===== src/rtl/mexp_pkg.sv =====
// ----------------------------------------------------------------------------
// mexp_pkg
// Shared constants and sequencer state type for the modular exponentiation
// core.
// ----------------------------------------------------------------------------
package mexp_pkg;

    localparam int MOD_WIDTH_DEF = 31;
    localparam int BASE_W        = 31;
    localparam int EXP_W         = 63;
    localparam int RESULT_W      = 31;
    localparam int CFG_W         = 31;
    localparam int CNT_W         = $clog2(BASE_W);

    localparam logic [CFG_W-1:0] MODULUS_RESET = 31'd1000000007;

    typedef enum logic [2:0] {
        ST_IDLE,
        ST_REDUCE,
        ST_CHECK,
        ST_MUL,
        ST_SQR,
        ST_DONE
    } state_t;

endpackage


===== src/rtl/modular_exponentiation_core.sv =====
// ----------------------------------------------------------------------------
// modular_exponentiation_core
// Computes base^exponent mod modulus by right-to-left square-and-multiply,
// or base^(modulus-2) mod modulus in inverse mode.
// ----------------------------------------------------------------------------
// Usage: the input channel (in_valid/in_ready) carries one word of mode,
// base and exponent; the output channel (out_valid/out_ready) returns one
// result word per input word. The modulus is written through cfg_we and
// cfg_data; the user must write it only while the core is idle, as the core
// does not enforce this. Reset loads 1000000007 into the modulus.
// All arithmetic runs on one shift-add modular multiplier that handles one
// multiplier bit per cycle. Sequence: the word is loaded, the base is reduced
// bit by bit, then for every exponent bit up to its highest set bit there is
// a check step, a multiply when the bit is set and then a square; a done step
// returns the result. A modulus below two answers 0 without reducing or
// multiplying.
// in_ready is high only while the sequencer is idle; a finished result sits
// in the output register, and a new word is accepted while it waits. If the
// receiver stalls, the next result waits in the done state until the
// output register is free. Reset clears the sequencer and drops out_valid.
// ----------------------------------------------------------------------------
module modular_exponentiation_core #(
    parameter int MOD_WIDTH = mexp_pkg::MOD_WIDTH_DEF
) (
    input  logic                          clk,
    input  logic                          rst_n,
    input  logic                          cfg_we,
    input  logic [mexp_pkg::CFG_W-1:0]    cfg_data,
    input  logic                          in_valid,
    output logic                          in_ready,
    input  logic                          mode,
    input  logic [mexp_pkg::BASE_W-1:0]   base,
    input  logic [mexp_pkg::EXP_W-1:0]    exponent,
    output logic                          out_valid,
    input  logic                          out_ready,
    output logic [mexp_pkg::RESULT_W-1:0] result
);

    localparam int W     = MOD_WIDTH;
    localparam int CNT_W = mexp_pkg::CNT_W;
    localparam logic [W-1:0] MOD_RST = mexp_pkg::MODULUS_RESET[W-1:0];

    mexp_pkg::state_t state_reg, state_next;

    logic [W-1:0]                    mod_reg;
    logic [W-1:0]                    acc_reg, acc_next;
    logic [W-1:0]                    b_reg, b_next;
    logic [W-1:0]                    r_reg, r_next;
    logic [mexp_pkg::BASE_W-1:0]     op_reg, op_next;
    logic [CNT_W-1:0]                cnt_reg, cnt_next;
    logic [mexp_pkg::EXP_W-1:0]      exp_reg, exp_next;
    logic                            out_valid_reg, out_valid_next;
    logic [mexp_pkg::RESULT_W-1:0]   result_reg, result_next;

    logic                            mod_small;
    logic                            out_free;
    logic                            last_bit;

    // shared modular step unit
    logic [W-1:0]                    step_addend;
    logic                            step_bit;
    logic [W:0]                      dbl;
    logic [W-1:0]                    dbl_red;
    logic [W:0]                      sum;
    logic [W-1:0]                    step_out;

    assign mod_small = (mod_reg < W'(2));
    assign out_free  = !out_valid_reg || out_ready;
    assign last_bit  = (cnt_reg == '0);
    assign step_bit  = op_reg[cnt_reg];

    // r <- 2r + bit*addend mod m, with r and addend below m
    always_comb
    begin
        dbl      = {r_reg, 1'b0};
        dbl_red  = (dbl >= {1'b0, mod_reg}) ? W'(dbl - {1'b0, mod_reg}) : dbl[W-1:0];
        sum      = {1'b0, dbl_red} + (step_bit ? {1'b0, step_addend} : '0);
        step_out = (sum >= {1'b0, mod_reg}) ? W'(sum - {1'b0, mod_reg}) : sum[W-1:0];
    end

    // next state
    always_comb
    begin
        state_next = state_reg;
        case (state_reg)
            mexp_pkg::ST_IDLE:
            begin
                if (in_valid)
                    state_next = mod_small ? mexp_pkg::ST_DONE : mexp_pkg::ST_REDUCE;
            end
            mexp_pkg::ST_REDUCE:
            begin
                if (last_bit)
                    state_next = mexp_pkg::ST_CHECK;
            end
            mexp_pkg::ST_CHECK:
            begin
                if (exp_reg == '0)
                    state_next = mexp_pkg::ST_DONE;
                else if (exp_reg[0])
                    state_next = mexp_pkg::ST_MUL;
                else
                    state_next = mexp_pkg::ST_SQR;
            end
            mexp_pkg::ST_MUL:
            begin
                if (last_bit)
                    state_next = mexp_pkg::ST_SQR;
            end
            mexp_pkg::ST_SQR:
            begin
                if (last_bit)
                    state_next = mexp_pkg::ST_CHECK;
            end
            mexp_pkg::ST_DONE:
            begin
                if (out_free)
                    state_next = mexp_pkg::ST_IDLE;
            end
            default:
            begin
                state_next = mexp_pkg::ST_IDLE;
            end
        endcase
    end

    // outputs and datapath control
    always_comb
    begin
        in_ready       = 1'b0;
        step_addend    = b_reg;
        acc_next       = acc_reg;
        b_next         = b_reg;
        r_next         = r_reg;
        op_next        = op_reg;
        cnt_next       = cnt_reg;
        exp_next       = exp_reg;
        out_valid_next = out_valid_reg && !out_ready;
        result_next    = result_reg;
        case (state_reg)
            mexp_pkg::ST_IDLE:
            begin
                in_ready = 1'b1;
                if (in_valid)
                begin
                    acc_next = mod_small ? '0 : W'(1);
                    r_next   = '0;
                    op_next  = base;
                    cnt_next = CNT_W'(mexp_pkg::BASE_W - 1);
                    exp_next = mode ? mexp_pkg::EXP_W'(mod_reg - W'(2)) : exponent;
                end
            end
            mexp_pkg::ST_REDUCE:
            begin
                // addend of one turns the step into base mod m, one bit a cycle
                step_addend = W'(1);
                r_next      = step_out;
                cnt_next    = cnt_reg - CNT_W'(1);
                if (last_bit)
                    b_next = step_out;
            end
            mexp_pkg::ST_CHECK:
            begin
                r_next   = '0;
                op_next  = mexp_pkg::BASE_W'(b_reg);
                cnt_next = CNT_W'(W - 1);
            end
            mexp_pkg::ST_MUL:
            begin
                step_addend = acc_reg;
                r_next      = step_out;
                cnt_next    = cnt_reg - CNT_W'(1);
                if (last_bit)
                begin
                    acc_next = step_out;
                    r_next   = '0;
                    op_next  = mexp_pkg::BASE_W'(b_reg);
                    cnt_next = CNT_W'(W - 1);
                end
            end
            mexp_pkg::ST_SQR:
            begin
                step_addend = b_reg;
                r_next      = step_out;
                cnt_next    = cnt_reg - CNT_W'(1);
                if (last_bit)
                begin
                    b_next   = step_out;
                    exp_next = exp_reg >> 1;
                end
            end
            mexp_pkg::ST_DONE:
            begin
                if (out_free)
                begin
                    out_valid_next = 1'b1;
                    result_next    = mexp_pkg::RESULT_W'(acc_reg);
                end
            end
            default:
            begin
                in_ready = 1'b0;
            end
        endcase
    end

    always_ff @(posedge clk or negedge rst_n)
    begin
        if (!rst_n)
        begin
            state_reg     <= mexp_pkg::ST_IDLE;
            mod_reg       <= MOD_RST;
            out_valid_reg <= 1'b0;
        end
        else
        begin
            state_reg     <= state_next;
            out_valid_reg <= out_valid_next;
            if (cfg_we)
                mod_reg <= cfg_data[W-1:0];
        end
    end

    always_ff @(posedge clk)
    begin
        acc_reg    <= acc_next;
        b_reg      <= b_next;
        r_reg      <= r_next;
        op_reg     <= op_next;
        cnt_reg    <= cnt_next;
        exp_reg    <= exp_next;
        result_reg <= result_next;
    end

    assign out_valid = out_valid_reg;
    assign result    = result_reg;

    // a word taken in idle always starts a run
    assert property (@(posedge clk) disable iff (!rst_n)
        (in_valid && in_ready) |=> (state_reg != mexp_pkg::ST_IDLE))
        else $error("accepted word did not start the sequencer");

    // a modulus below two skips straight to the result
    assert property (@(posedge clk) disable iff (!rst_n)
        (in_valid && in_ready && mod_small) |=> (state_reg == mexp_pkg::ST_DONE))
        else $error("small modulus did not short-cut");

    // partial product stays reduced while multiplying
    assert property (@(posedge clk) disable iff (!rst_n)
        (state_reg == mexp_pkg::ST_MUL || state_reg == mexp_pkg::ST_SQR)
        |-> (r_reg < mod_reg))
        else $error("partial product not reduced");

    // operands stay reduced between multiplications
    assert property (@(posedge clk) disable iff (!rst_n)
        (state_reg == mexp_pkg::ST_CHECK) |-> (acc_reg < mod_reg && b_reg < mod_reg))
        else $error("operand not reduced");

    // a new result only loads once the previous one has left
    assert property (@(posedge clk) disable iff (!rst_n)
        (state_reg == mexp_pkg::ST_DONE && out_valid_reg && !out_ready)
        |=> (state_reg == mexp_pkg::ST_DONE))
        else $error("result overwritten while stalled");

endmodule

===== config.mk =====
export PLATFORM = sky130hd
export DESIGN_NAME = modular_exponentiation_core
export DESIGN_NICKNAME = d
export VERILOG_FILES = /design/src/rtl/mexp_pkg.sv /design/src/rtl/modular_exponentiation_core.sv
export SDC_FILE = /design/constraint.sdc
export NUM_CORES = 1
export LEC_CHECK = 0
export BUFFER_PORTS_ARGS = -buffer_cell sky130_fd_sc_hd__buf_2
export CAP_MARGIN = 5
export CORE_MARGIN = 4
export CORE_UTILIZATION = 40
export CTS_CLUSTER_DIAMETER = 100
export CTS_CLUSTER_SIZE = 28
export DETAILED_ROUTE_END_ITERATION = 7
export HOLD_SLACK_MARGIN = 0.05
export PLACE_DENSITY = 0.57
export SETUP_SLACK_MARGIN = 0.2
export SYNTH_ARGS = -nofsm -noshare
export SYNTH_HDL_FRONTEND = slang
export SYNTH_SLANG_ARGS = --single-unit

===== constraint.sdc =====
create_clock -name clk -period 6.9 [get_ports clk]
set_clock_uncertainty 0.1 [all_clocks]
set_input_delay 0.345 -clock clk [delete_from_list [all_inputs] [get_ports clk]]
set_output_delay 0.345 -clock clk [all_outputs]
set_load 0.005 [all_outputs]

* Word-level counts from Yosys, hierarchy flattened
Cells that the tools add are included.
Word-level totals: register bits 258, bits of input ports 131
Operators by class: add/sub/neg operators 5, $lt $le $gt $ge 4, equality and inequality tests 10, muxes and demuxes 34, reduce and logical (&&, ||, !) cells 19
Operators by type and width (number):
- 31-bit two-way mux | 9
- 63-bit two-way mux | 3
- 63-bit case mux with 2 select lines | 1
- 31-bit case mux with 2 select lines | 2
- 31-bit case mux with 4 select lines | 1
- 31-bit case mux with 3 select lines | 1
- 32-bit by 31-bit >= comparator with 1-bit output | 2
- 63-bit logical NOT | 1
- 31-bit subtractor | 2
- 31-bit by 31-bit adder with 32-bit output | 1
- 31-bit by 2-bit subtractor with 32-bit output (second input constant) | 1
- 31-bit by 2-bit less-than comparator with 1-bit output (second input constant) | 1
- 3-bit two-way mux | 7
- 5-bit case mux with 4 select lines | 1
- 3-bit case mux with 5 select lines | 1
- 5-bit two-way mux | 2
- 3-bit AND reduction | 3
- 2-bit inequality test (second input constant) | 4
- 3-bit by 2-bit equality test with 1-bit output (second input constant) | 2
- 3-bit equality test (second input constant) | 2
- 5-bit by 6-bit less-than comparator with 1-bit output (second input constant) | 1
- 2-bit AND reduction | 3
- 1-bit binary-select mux with 5-bit select | 1
- 5-bit logical NOT | 1
- 13 further kinds | 19

* Longest topological paths before layout
Gate-level depths: netlist (run 1).
depth after elaboration 8, gate-level depth with buffers 35

* Least setup slack after synthesis (run 1)
No wires, ideal clock.
path type register to register, from reg mod_reg[1], to reg acc_reg[13], data pin, setup time 0.266 ns, arrival time 7.175 ns, data required time 6.534 ns, setup slack -0.641 ns, stages on the path, launching flop included 34, buffers on the path 3, clock period less this slack 7.541 ns, cells stage by stage dfstp_2 > inv_1 > fa_1 > a211oi_1 > o211ai_1 > nand3_1 > nor3_1 > nor2_1 > a211oi_1 > nor2_1 > clkbuf_1 > buf_1 > nor2_1 > ha_1 > fa_1 > a21o_1 > a221oi_1 > a221o_1 > o221ai_1 > a311o_1 > a41oi_1 > xor2_1 > inv_1 > ha_1 > nand3_1 > nand2b_1 > nor2_1 > nand4_1 > nand3_1 > a31oi_2 > nand2_1 > clkbuf_1 > mux2i_1 > nor2_1
On the way: word-level cells in the longest chain between the ends 7
Ends and longest elaborated chain:
- start, declared | line modular_exponentiation_core.sv:45 | logic [W-1:0] mod_reg;
- start signal, assigned | line modular_exponentiation_core.sv:220 | mod_reg <= cfg_data[W-1:0];
- 31-bit subtractor or 32-bit by 31-bit >= comparator with 1-bit output (tied branches) | line modular_exponentiation_core.sv:76 | dbl_red = (dbl >= {1'b0, mod_reg}) ? W'(dbl - {1'b0, mod_reg}) : dbl[W-1:0];
- 31-bit two-way mux | line modular_exponentiation_core.sv:76
- 31-bit by 31-bit adder with 32-bit output | line modular_exponentiation_core.sv:77 | sum = {1'b0, dbl_red} + (step_bit ? {1'b0, step_addend} : '0);
- 31-bit subtractor or 32-bit by 31-bit >= comparator with 1-bit output (tied branches) | line modular_exponentiation_core.sv:78 | step_out = (sum >= {1'b0, mod_reg}) ? W'(sum - {1'b0, mod_reg}) : sum[W-1:0];
- 31-bit two-way mux (*) | line modular_exponentiation_core.sv:78
- 31-bit two-way mux (*) | line modular_exponentiation_core.sv:173 | if (last_bit)
- 31-bit case mux with 2 select lines (*) | line modular_exponentiation_core.sv:140 | case (state_reg)
- end signal, assigned | line modular_exponentiation_core.sv:226 | acc_reg <= acc_next;
- end, declared | line modular_exponentiation_core.sv:46 | logic [W-1:0] acc_reg, acc_next;
Mark *: on every way between the ends. The rest lies on a longest branch, timed or not. The select of a mux whose other input is x is not followed. A chain may end at the register's enable or synchronous reset.

* Final worst setup path (run 1)
from reg mod_reg[1], to reg r_reg[12], data pin
On the way: word-level cells in the longest chain between the ends 7
Ends and longest elaborated chain:
- 31-bit subtractor or 32-bit by 31-bit >= comparator with 1-bit output (tied branches) | line modular_exponentiation_core.sv:76
- 31-bit two-way mux | line modular_exponentiation_core.sv:76
- 31-bit by 31-bit adder with 32-bit output | line modular_exponentiation_core.sv:77
- 31-bit subtractor or 32-bit by 31-bit >= comparator with 1-bit output (tied branches) | line modular_exponentiation_core.sv:78
- 31-bit two-way mux (*) | line modular_exponentiation_core.sv:78
- 31-bit two-way mux | line modular_exponentiation_core.sv:173
- 31-bit case mux with 4 select lines (*) | line modular_exponentiation_core.sv:140
- net r_next[12] | line modular_exponentiation_core.sv:48 | logic [W-1:0] r_reg, r_next;
- end signal, assigned | line modular_exponentiation_core.sv:228 | r_reg <= r_next;
- end, declared | line modular_exponentiation_core.sv:48
Mark *: on every way through the listed nets, which the timed path passes. The rest lies on a longest branch.

==> results of run 1 <==
metrics by stage:
step | instances | instance area [sq um] | TNS [ns] | hold WS [ns] | worst slack, ns
floorplan | 1783 | 17100 | 0 | -0.0506 | 0.230
global placement | 2727 | 20900 | -17.74 | 0.341 | -0.372
detailed placement | 2727 | 20900 | -30.39 | 0.343 | -0.473
CTS | 2839 | 22800 | -2.13 | 0.0510 | -0.0916
global route | 2855 | 23200 | -32.61 | 0.0516 | -0.484
finish | 2855 | 23200 | -5.99 | 0.0581 | -0.183
layer usage:
| layer | share of wire | wire length, um | global-route usage | up-vias |
|---|---|---|---|---|
| li1 | - | - | - | 7609 |
| met1 | 0.42 | 24600 | 0.306 | 7562 |
| met2 | 0.51 | 29600 | 0.440 | 295 |
| met3 | 0.031 | 1810 | 0.0190 | 88 |
| met4 | 0.034 | 2000 | 0.0735 | 0 |
| met5 | 0 | 0 | 0 | - |
cell type report:
| type | instances | share of cell area |
|---|---|---|
| sequential | 258 | 0.327 |
| multi-input combinational | 1347 | 0.413 |
| timing repair buffer | 604 | 0.194 |
| inverter | 83 | 0.0135 |
| tap | 539 | 0.0290 |
| clock buffer | 17 | 0.0183 |
| clock inverter | 7 | 0.00528 |
worst max-delay path: cells and delay by family (launching register included):
kind                     cells  cell delay [ns]
AO/OA/AOI/OAI               11             2.58
buffers and inverters        8             1.06
adder cells (fa/ha/maj)      3             0.98
AND/OR/NAND/NOR              7             0.81
flip-flops                   1             0.57
multiplexers                 2             0.50
XOR/XNOR                     1             0.20
logic make-up after synthesis:
kind of cell / Yosys count / share of synthesized area
compound gates: 531 / 0.190
fa+ha+maj: 98 / 0.0734
mux: 74 / 0.0521
flops: 258 / 0.446
simple gates: 548 / 0.148
buf+inv: 179 / 0.0413
xor+xnor: 95 / 0.0489
final timing paths:
kind                       slack, ns                   endpoint                      start
max                            -0.18        r_reg[12]$_DFFE_PP_     mod_reg[1]$_DFFE_PN1P_
min                             0.06  exp_reg[62]$_SDFFCE_PP0P_               exponent[62]
max reg2reg                    -0.18        r_reg[12]$_DFFE_PP_     mod_reg[1]$_DFFE_PN1P_
min reg2reg                     0.36       result[30]$_DFFE_PP_  acc_reg[30]$_SDFFCE_PN0P_
max in group asynchronous       5.74    mod_reg[30]$_DFFE_PN0P_                      rst_n
min in group asynchronous       0.39     mod_reg[7]$_DFFE_PN0P_                      rst_n
cell usage after synthesis (5+ instances only):
cell / instances
a221oi_1: 5
a211oi_1: 15
nor2_1: 164
ha_1: 95
nand2_1: 193
a31oi_1: 13
mux2i_1: 30
xor2_1: 33
mux4_2: 8
or3_1: 7
xnor2_1: 62
clkbuf_1: 80
nand2b_1: 17
a21o_1: 59
nor2b_1: 15
a22oi_1: 30
o21a_1: 11
a21oi_1: 142
nand4_1: 24
inv_1: 82
nor4_1: 25
o21ai_1: 30
a221o_1: 5
dfrtp_1: 19
nor3_1: 29
dfstp_2: 16
o21ai_0: 153
edfxtp_1: 223
o211ai_1: 9
and3_1: 15
buf_1: 8
mux2_2: 36
o21bai_1: 12
nand3_1: 29
and2_1: 5
o31ai_1: 11
and4_1: 5
repair_timing:
item                                   4_1_cts  5_1_grt
gates cloned                                 2        4
gates resized for setup                    117       53
setup endpoints to repair                   93       93
endpoints found under the hold margin       79        0
setup buffers                               25       12
hold buffers                                61        0
pin swaps                                   54       36
==> flow_metrics.env, run 1 <==
export IMPL_slew_headroom=0.206
export IMPL_clk_pin_slew_ns=0.11
export IMPL_critPathMaxStageDelay_ns=0.57
export IMPL_rr_worst_depth=32
export IMPL_synth_top_cell_area_share=0.394
export IMPL_layout_commonest_cell="buf_4"
export IMPL_post_drt_wl_per_cell_um=20.3
export IMPL_arrival_ns=7.23
export IMPL_yosys_area_top_type="edfxtp_1"
export IMPL_setup_slack_ns=-0.183
export IMPL_endpoint_kind="flop"
export IMPL_cts_tree="built"
export IMPL_cts_max_level=1
export IMPL_die_h_um=214
export IMPL_die_x_um=214
export IMPL_worstPathMaxFanout=10
export IMPL_final_hold_viol_count=0
export IMPL_cap_violations=0
export IMPL_gp_congestion=0.946
export IMPL_final_nets=2539
export IMPL_tightest_slew_ns=1.18
export IMPL_grtUsageTotal=0.241
export IMPL_violations="setup timing"
export IMPL_ant_nets=0
export IMPL_yosysWarnings=0
export IMPL_ys_types=71
export IMPL_status="finished, violations left"
export IMPL_slew_violations=0
export IMPL_area_growth_pct=36.6
export IMPL_synth_edf_count=223
export IMPL_worstSkewPairLatency_ns=0.53
export IMPL_critPathLaunchType="flop"
export IMPL_largest_register_ffs=63
export IMPL_diodes=0
export IMPL_cp_slowest_cell="dfstp_2"
export IMPL_syn_inst=1783
export IMPL_utilization=0.554
export IMPL_antenna_found_initial=0
export IMPL_placementRows=75
export IMPL_start_util=0.405
export IMPL_post_route_period_util=1.03
export IMPL_drc=0
export IMPL_hold_path_class="in2reg"
export IMPL_rsz0062_at_grt="true"
export IMPL_grt_max_degree=112
export IMPL_clock_fmax_ghz=0.141
export IMPL_port_buffers=163
export IMPL_layout_min_cycle_time_ns=7.08
export IMPL_critPathKind="reg2reg"
export IMPL_final_cell_mix="352 x buf_4, 223 x edfxtp_1, 191 x nand2_1, 163 x buf_2, 153 x nor2_1"
export IMPL_ys_flop_type="edfxtp_1"
export IMPL_regArea_sq_mm=0.00759
export IMPL_drt_pass1_iter_count=5
export IMPL_multi_input_area_sq_mm=0.00959
export IMPL_grt_pass1_vias=15769
export IMPL_clk_path_buf_depth=3
export IMPL_seq_area_frac_synth=0.446
export IMPL_routed_wl_um=58000
export IMPL_ioPinCount=164
export IMPL_fill_cells=3813
export IMPL_ys_ff_latch=258
export IMPL_die_area_sq_mm=0.0459
export IMPL_cts_made_buffers=16
export IMPL_cts_root_buf="clkbuf_16"
export IMPL_core_area_sq_mm=0.0419
export IMPL_required_ns=7.05
export IMPL_dpl_hpwl_um=44600
export IMPL_async_flop_share=0.136
export IMPL_clock_sinks=258
export IMPL_drive_above_1_share=0.329
export IMPL_grt_pass1_wl_um=88100
export IMPL_finalSetupViolations=72
export IMPL_via_per_inst=5.45
export IMPL_postSynthNetCount=2012
export IMPL_num_vias=15554
export IMPL_ys_top_cells_by_area="edfxtp_1 39%, ha_1 7.0%, o21ai_0 4.5%"
export IMPL_syn_area_sq_mm=0.0170
export IMPL_overflow=0
export IMPL_holdPathStages=3
export IMPL_syn_area_per_cell_sq_um=9.54
export IMPL_first_iter_violations=1111
Power of run 1 is left out: the tool's default activity adds up to more than one toggle a clock period on the data nets, which glitch-free logic cannot reach.
==> inputs of run 2 (changes only) <==
--- a/config.mk
+++ b/config.mk
@@ -6,14 +6,16 @@
 export NUM_CORES = 1
 export LEC_CHECK = 0
 export BUFFER_PORTS_ARGS = -buffer_cell sky130_fd_sc_hd__buf_2
-export CAP_MARGIN = 5
+export CAP_MARGIN = 30
 export CORE_MARGIN = 4
 export CORE_UTILIZATION = 40
+export CTS_BUF_LIST = sky130_fd_sc_hd__clkbuf_8
 export CTS_CLUSTER_DIAMETER = 100
 export CTS_CLUSTER_SIZE = 28
 export DETAILED_ROUTE_END_ITERATION = 7
 export HOLD_SLACK_MARGIN = 0.05
 export PLACE_DENSITY = 0.57
+export RECOVER_POWER = 25
 export SETUP_SLACK_MARGIN = 0.2
 export SYNTH_ARGS = -nofsm -noshare
 export SYNTH_HDL_FRONTEND = slang
==> flow_metrics.env, run 2 (same netlist as run 1, synthesis figures left out) <==
export IMPL_gp_congestion=0.946
export IMPL_worstSkewPairLatency_ns=0.59
export IMPL_layout_min_cycle_time_ns=6.96
export IMPL_final_area_sq_mm=0.0233
export IMPL_min_to="mod_reg[15]$_DFFE_PN1P_"
export IMPL_clock_sinks=258
export IMPL_start_util=0.405
export IMPL_placementRows=75
export IMPL_largest_register_ffs=63
export IMPL_area_growth_pct=36.7
export IMPL_slew_violations=36
export IMPL_violations="capacitance limit, slew limit, setup timing"
export IMPL_dpl_hpwl_um=44800
export IMPL_clk_pin_slew_ns=0.17
export IMPL_cts_max_level=1
export IMPL_hold_path_class="in2reg"
export IMPL_critPathKind="reg2reg"
export IMPL_r2r_end="r_reg[11]$_DFFE_PP_"
export IMPL_grt_pass1_vias=16013
export IMPL_worstPathMaxFanout=20
export IMPL_holdPathStages=4
export IMPL_grt_pass1_wl_um=90600
export IMPL_via_per_inst=5.45
export IMPL_overflow=0
export IMPL_num_vias=15791
export IMPL_final_cell_mix="319 x buf_4, 223 x edfxtp_1, 191 x nand2_1, 151 x nor2_1, 151 x buf_2"
export IMPL_die_h_um=214
export IMPL_die_area_sq_mm=0.0459
export IMPL_slew_headroom=-0.424
export IMPL_setup_slack_ns=-0.0643
export IMPL_reg2reg_slack_ns=-0.06
export IMPL_layout_commonest_cell="buf_4"
export IMPL_post_route_period_util=1.01
export IMPL_ant_nets=0
export IMPL_fin_cells=2899
export IMPL_port_buffers=163
export IMPL_endpoint_kind="flop"
export IMPL_final_hold_viol_count=0
export IMPL_grt_max_degree=112
export IMPL_fin_tns_setup_ns=-0.884
export IMPL_status="finished, violations left"
export IMPL_antenna_found_initial=1
export IMPL_drc=0
export IMPL_final_nets=2581
export IMPL_ioPinCount=164
export IMPL_post_place_ws_ns=-0.472
export IMPL_routed_wl_um=58700
export IMPL_die_x_um=214
export IMPL_core_area_sq_mm=0.0419
export IMPL_rr_worst_depth=34
export IMPL_drive_above_1_share=0.295
export IMPL_finalSetupViolations=31
export IMPL_critPathMaxStageDelay_ns=0.58
export IMPL_cts_tree="built"
export IMPL_placed_cells=2730
export IMPL_rsz0062_at_grt="true"
export IMPL_clock_fmax_ghz=0.144
export IMPL_cp_slowest_cell="dfstp_2"
export IMPL_cap_violations=1
export IMPL_placed_cell_area_sq_mm=0.0209
export IMPL_hold_start="cfg_we"
export IMPL_post_drt_wl_per_cell_um=20.2
export IMPL_critPathLaunchType="flop"
export IMPL_grtUsageTotal=0.248
export IMPL_drt_pass1_iter_count=5
export IMPL_cts_root_buf="clkbuf_8"
export IMPL_required_ns=7.13
export IMPL_crit_start="mod_reg[2]$_DFFE_PN1P_"
export IMPL_r2r_start="mod_reg[2]$_DFFE_PN1P_"
export IMPL_crit_top_cell="nand3_2"
export IMPL_cts_made_buffers=16
export IMPL_clk_path_buf_depth=3
export IMPL_first_iter_violations=1072
export IMPL_arrival_ns=7.19
export IMPL_tightest_slew_ns=2.14
## run 2: cell types whose count changed in the layout (fill, tap and decap cells not counted), sizes merged
cell	previous run	this run
buf	541	494
and2	7	6
clkbuf	19	50
diode	0	1
dlygate4sd3	61	120
inv	88	89
## run 2: layout make-up
| class | count | area (sq um) |
|---|---|---|
| well taps | 539 | 674 |
| multi-input cells | 1346 | 9430 |
| clock inverters | 8 | 126 |
| repair buffers | 647 | 4880 |
| inverters | 83 | 312 |
| diodes | 1 | 2.50 |
| flip-flops and latches | 258 | 7590 |
| clock buffers | 17 | 234 |
| fillers | 3789 | 18700 |
## run 2: repair_timing
action	in CTS	in global routing
endpoints found under the hold margin	138	0
pin swaps	58	8
setup endpoints to repair	93	93
buffers inserted	17	3
hold buffers	120	0
cloned	2	0
resized for setup	111	31
## run 2: through the flow
stage	hold WS [ns]	util
2_1_floorplan	-0.0506	-
3_3_place_gp	0.341	0.497
3_5_place_dp	0.343	0.499
4_1_cts	0.0509	0.553
5_1_grt	0.0522	0.554
6_report	0.0824	0.554
## run 2: critical path: cells and delay by family, from the launching register on
| kind | cells | cell delay (ns) |
|---|---|---|
| compound gates | 10 | 2.21 |
| xor+xnor | 1 | 0.20 |
| fa+ha+maj | 3 | 0.89 |
| buf+inv | 7 | 0.86 |
| flops | 1 | 0.58 |
| mux | 2 | 0.52 |
| simple gates | 11 | 1.34 |
## run 2: per-layer routing
metal,part of all wire,vias to the layer above,wire length [um],track usage
met2,0.52,349,30300,0.455
met3,0.033,91,1940,0.0203
met4,0.032,0,1890,0.0702
li1,-,7683,-,-
met5,0,-,0,0
met1,0.42,7668,24500,0.313
## run 2: worst max-delay path by stage
stage	end	slack [ns]	depth (start not counted)
after global routing	acc_reg[20]$_SDFFCE_PN0P_	-0.41	34
after CTS	acc_reg[20]$_SDFFCE_PN0P_	0.05	34
after global placement	r_reg[2]$_DFFE_PP_	-0.37	29
final	r_reg[11]$_DFFE_PP_	-0.06	34
after detailed placement	r_reg[29]$_DFFE_PP_	-0.47	28
after floorplan	acc_reg[29]$_SDFFCE_PN0P_	0.23	31
Power of run 2 is left out for the same reason.
==> inputs of run 3 (changes only) <==
--- a/config.mk
+++ b/config.mk
@@ -7,7 +7,6 @@
 export LEC_CHECK = 0
 export BUFFER_PORTS_ARGS = -buffer_cell sky130_fd_sc_hd__buf_2
 export CAP_MARGIN = 30
-export CORE_MARGIN = 4
 export CORE_UTILIZATION = 40
 export CTS_BUF_LIST = sky130_fd_sc_hd__clkbuf_8
 export CTS_CLUSTER_DIAMETER = 100
@@ -17,6 +16,7 @@
 export PLACE_DENSITY = 0.57
 export RECOVER_POWER = 25
 export SETUP_SLACK_MARGIN = 0.2
+export SLEW_MARGIN = 20
 export SYNTH_ARGS = -nofsm -noshare
 export SYNTH_HDL_FRONTEND = slang
 export SYNTH_SLANG_ARGS = --single-unit
==> flow_metrics.env, run 3 (same netlist as run 1, synthesis figures left out) <==
export IMPL_die_h_um=208
export IMPL_cap_violations=0
export IMPL_fin_cells=2881
export IMPL_dpl_hpwl_um=45000
export IMPL_final_hold_viol_count=0
export IMPL_diodes=0
export IMPL_cts_made_buffers=15
export IMPL_num_vias=15826
export IMPL_final_cell_mix="305 x buf_4, 223 x edfxtp_1, 191 x nand2_1, 162 x buf_2, 135 x o21ai_0"
export IMPL_core_area_sq_mm=0.0419
export IMPL_status="finished clean"
export IMPL_ioPinCount=164
export IMPL_routed_wl_um=59700
export IMPL_worstSkewPairLatency_ns=0.62
export IMPL_finalSetupViolations=0
export IMPL_clock_sinks=258
export IMPL_arrival_ns=7.13
export IMPL_overflow=0
export IMPL_hold_path_class="in2reg"
export IMPL_grt_max_degree=112
export IMPL_cts_tree="built"
export IMPL_port_buffers=163
export IMPL_slew_headroom=0.338
export IMPL_critPathKind="reg2reg"
export IMPL_cp_slowest_cell="dfstp_2"
export IMPL_layout_min_cycle_time_ns=6.89
export IMPL_grtUsageTotal=0.272
export IMPL_first_iter_violations=1202
export IMPL_endpoint_kind="flop"
export IMPL_cts_root_buf="clkbuf_8"
export IMPL_ant_nets=0
export IMPL_post_route_period_util=0.998
export IMPL_rsz0062_at_grt="true"
export IMPL_start_util=0.405
export IMPL_clock_fmax_ghz=0.145
export IMPL_die_x_um=208
export IMPL_die_area_sq_mm=0.0433
export IMPL_placementRows=75
export IMPL_grt_pass1_vias=15888
export IMPL_worstPathMaxFanout=8
export IMPL_critPathLaunchType="flop"
export IMPL_critPathMaxStageDelay_ns=0.57
export IMPL_via_per_inst=5.49
export IMPL_drt_pass1_iter_count=7
export IMPL_fill_cells=3792
export IMPL_crit_top_cell="buf_4"
export IMPL_layout_commonest_cell="buf_4"
export IMPL_gp_congestion=0.953
export IMPL_largest_register_ffs=63
export IMPL_required_ns=7.15
export IMPL_post_drt_wl_per_cell_um=20.7
export IMPL_slew_violations=0
export IMPL_placed_cells=2684
export IMPL_final_nets=2562
export IMPL_drc=0
export IMPL_cts_max_level=1
export IMPL_grt_pass1_wl_um=90500
export IMPL_tightest_slew_ns=0.991
export IMPL_drive_above_1_share=0.326
export IMPL_area_growth_pct=37.4
export IMPL_clk_path_buf_depth=3
export IMPL_clk_pin_slew_ns=0.17
export IMPL_antenna_found_initial=1
run 3: cell type report:
cell class              count  area, sq um  share of cell area
repair buffers            629         4790               0.205
clock buffers              15          206             0.00883
well taps                 539          674              0.0289
inverters                  83          317              0.0135
flip-flops and latches    258         7590               0.325
multi-input cells        1346         9670               0.414
clock inverters            11          124             0.00530
run 3: routing by layer:
layer,GRT usage,share of wire,up-vias
met2,0.491,0.51,414
met1,0.333,0.41,7639
met3,0.0238,0.038,132
li1,-,-,7639
met4,0.112,0.046,2
met5,0,0.00017,-
run 3: final timing paths:
path | start | end | slack, ns | depth (start not counted)
max reg2reg | mod_reg[0]$_DFFE_PN1P_ | r_reg[9]$_DFFE_PP_ | 0.01 | 34
min reg2reg | acc_reg[17]$_SDFFCE_PN0P_ | result[17]$_DFFE_PP_ | 0.37 | 0
min in group asynchronous | rst_n | state_reg[1]$_DFFE_PN0P_ | 0.65 | 3
max in group asynchronous | rst_n | mod_reg[25]$_DFFE_PN1P_ | 5.34 | 4
min | exponent[32] | exp_reg[32]$_DFFE_PP_ | 0.05 | 3
max | mod_reg[0]$_DFFE_PN1P_ | r_reg[9]$_DFFE_PP_ | 0.01 | 34
run 3: critical path: cells and delay by family, from the launching register on:
family	cells	cell delay [ns]
AO/OA/AOI/OAI	11	2.38
XOR/XNOR	1	0.21
adder cells (fa/ha/maj)	4	1.18
buffers and inverters	9	1.19
flip-flops	1	0.57
multiplexers	1	0.17
AND/OR/NAND/NOR	8	0.81
run 3: stage by stage:
stage / hold WS (ns) / cell area (sq um) / setup WS, ns / setup TNS (ns) / utilization
2_1_floorplan: -0.0506 / 17100 / 0.230 / 0 / -
3_3_place_gp: 0.348 / 20500 / -0.284 / -8.61 / 0.489
3_5_place_dp: 0.338 / 20600 / -0.338 / -12.73 / 0.490
4_1_cts: 0.0543 / 22800 / 0.0328 / 0 / 0.543
5_1_grt: 0.0726 / 23400 / -0.255 / -15.76 / 0.557
6_report: 0.0549 / 23400 / 0.0115 / 0 / 0.557
run 3: repair_timing:
action	4_1_cts	5_1_grt
hold buffers	120	1
gates cloned	2	1
endpoints found under the setup margin	93	93
endpoints found under the hold margin	138	4
buffers inserted	22	22
pin swaps	41	53
resized for setup	120	98
Power of run 3 is left out for the same reason.
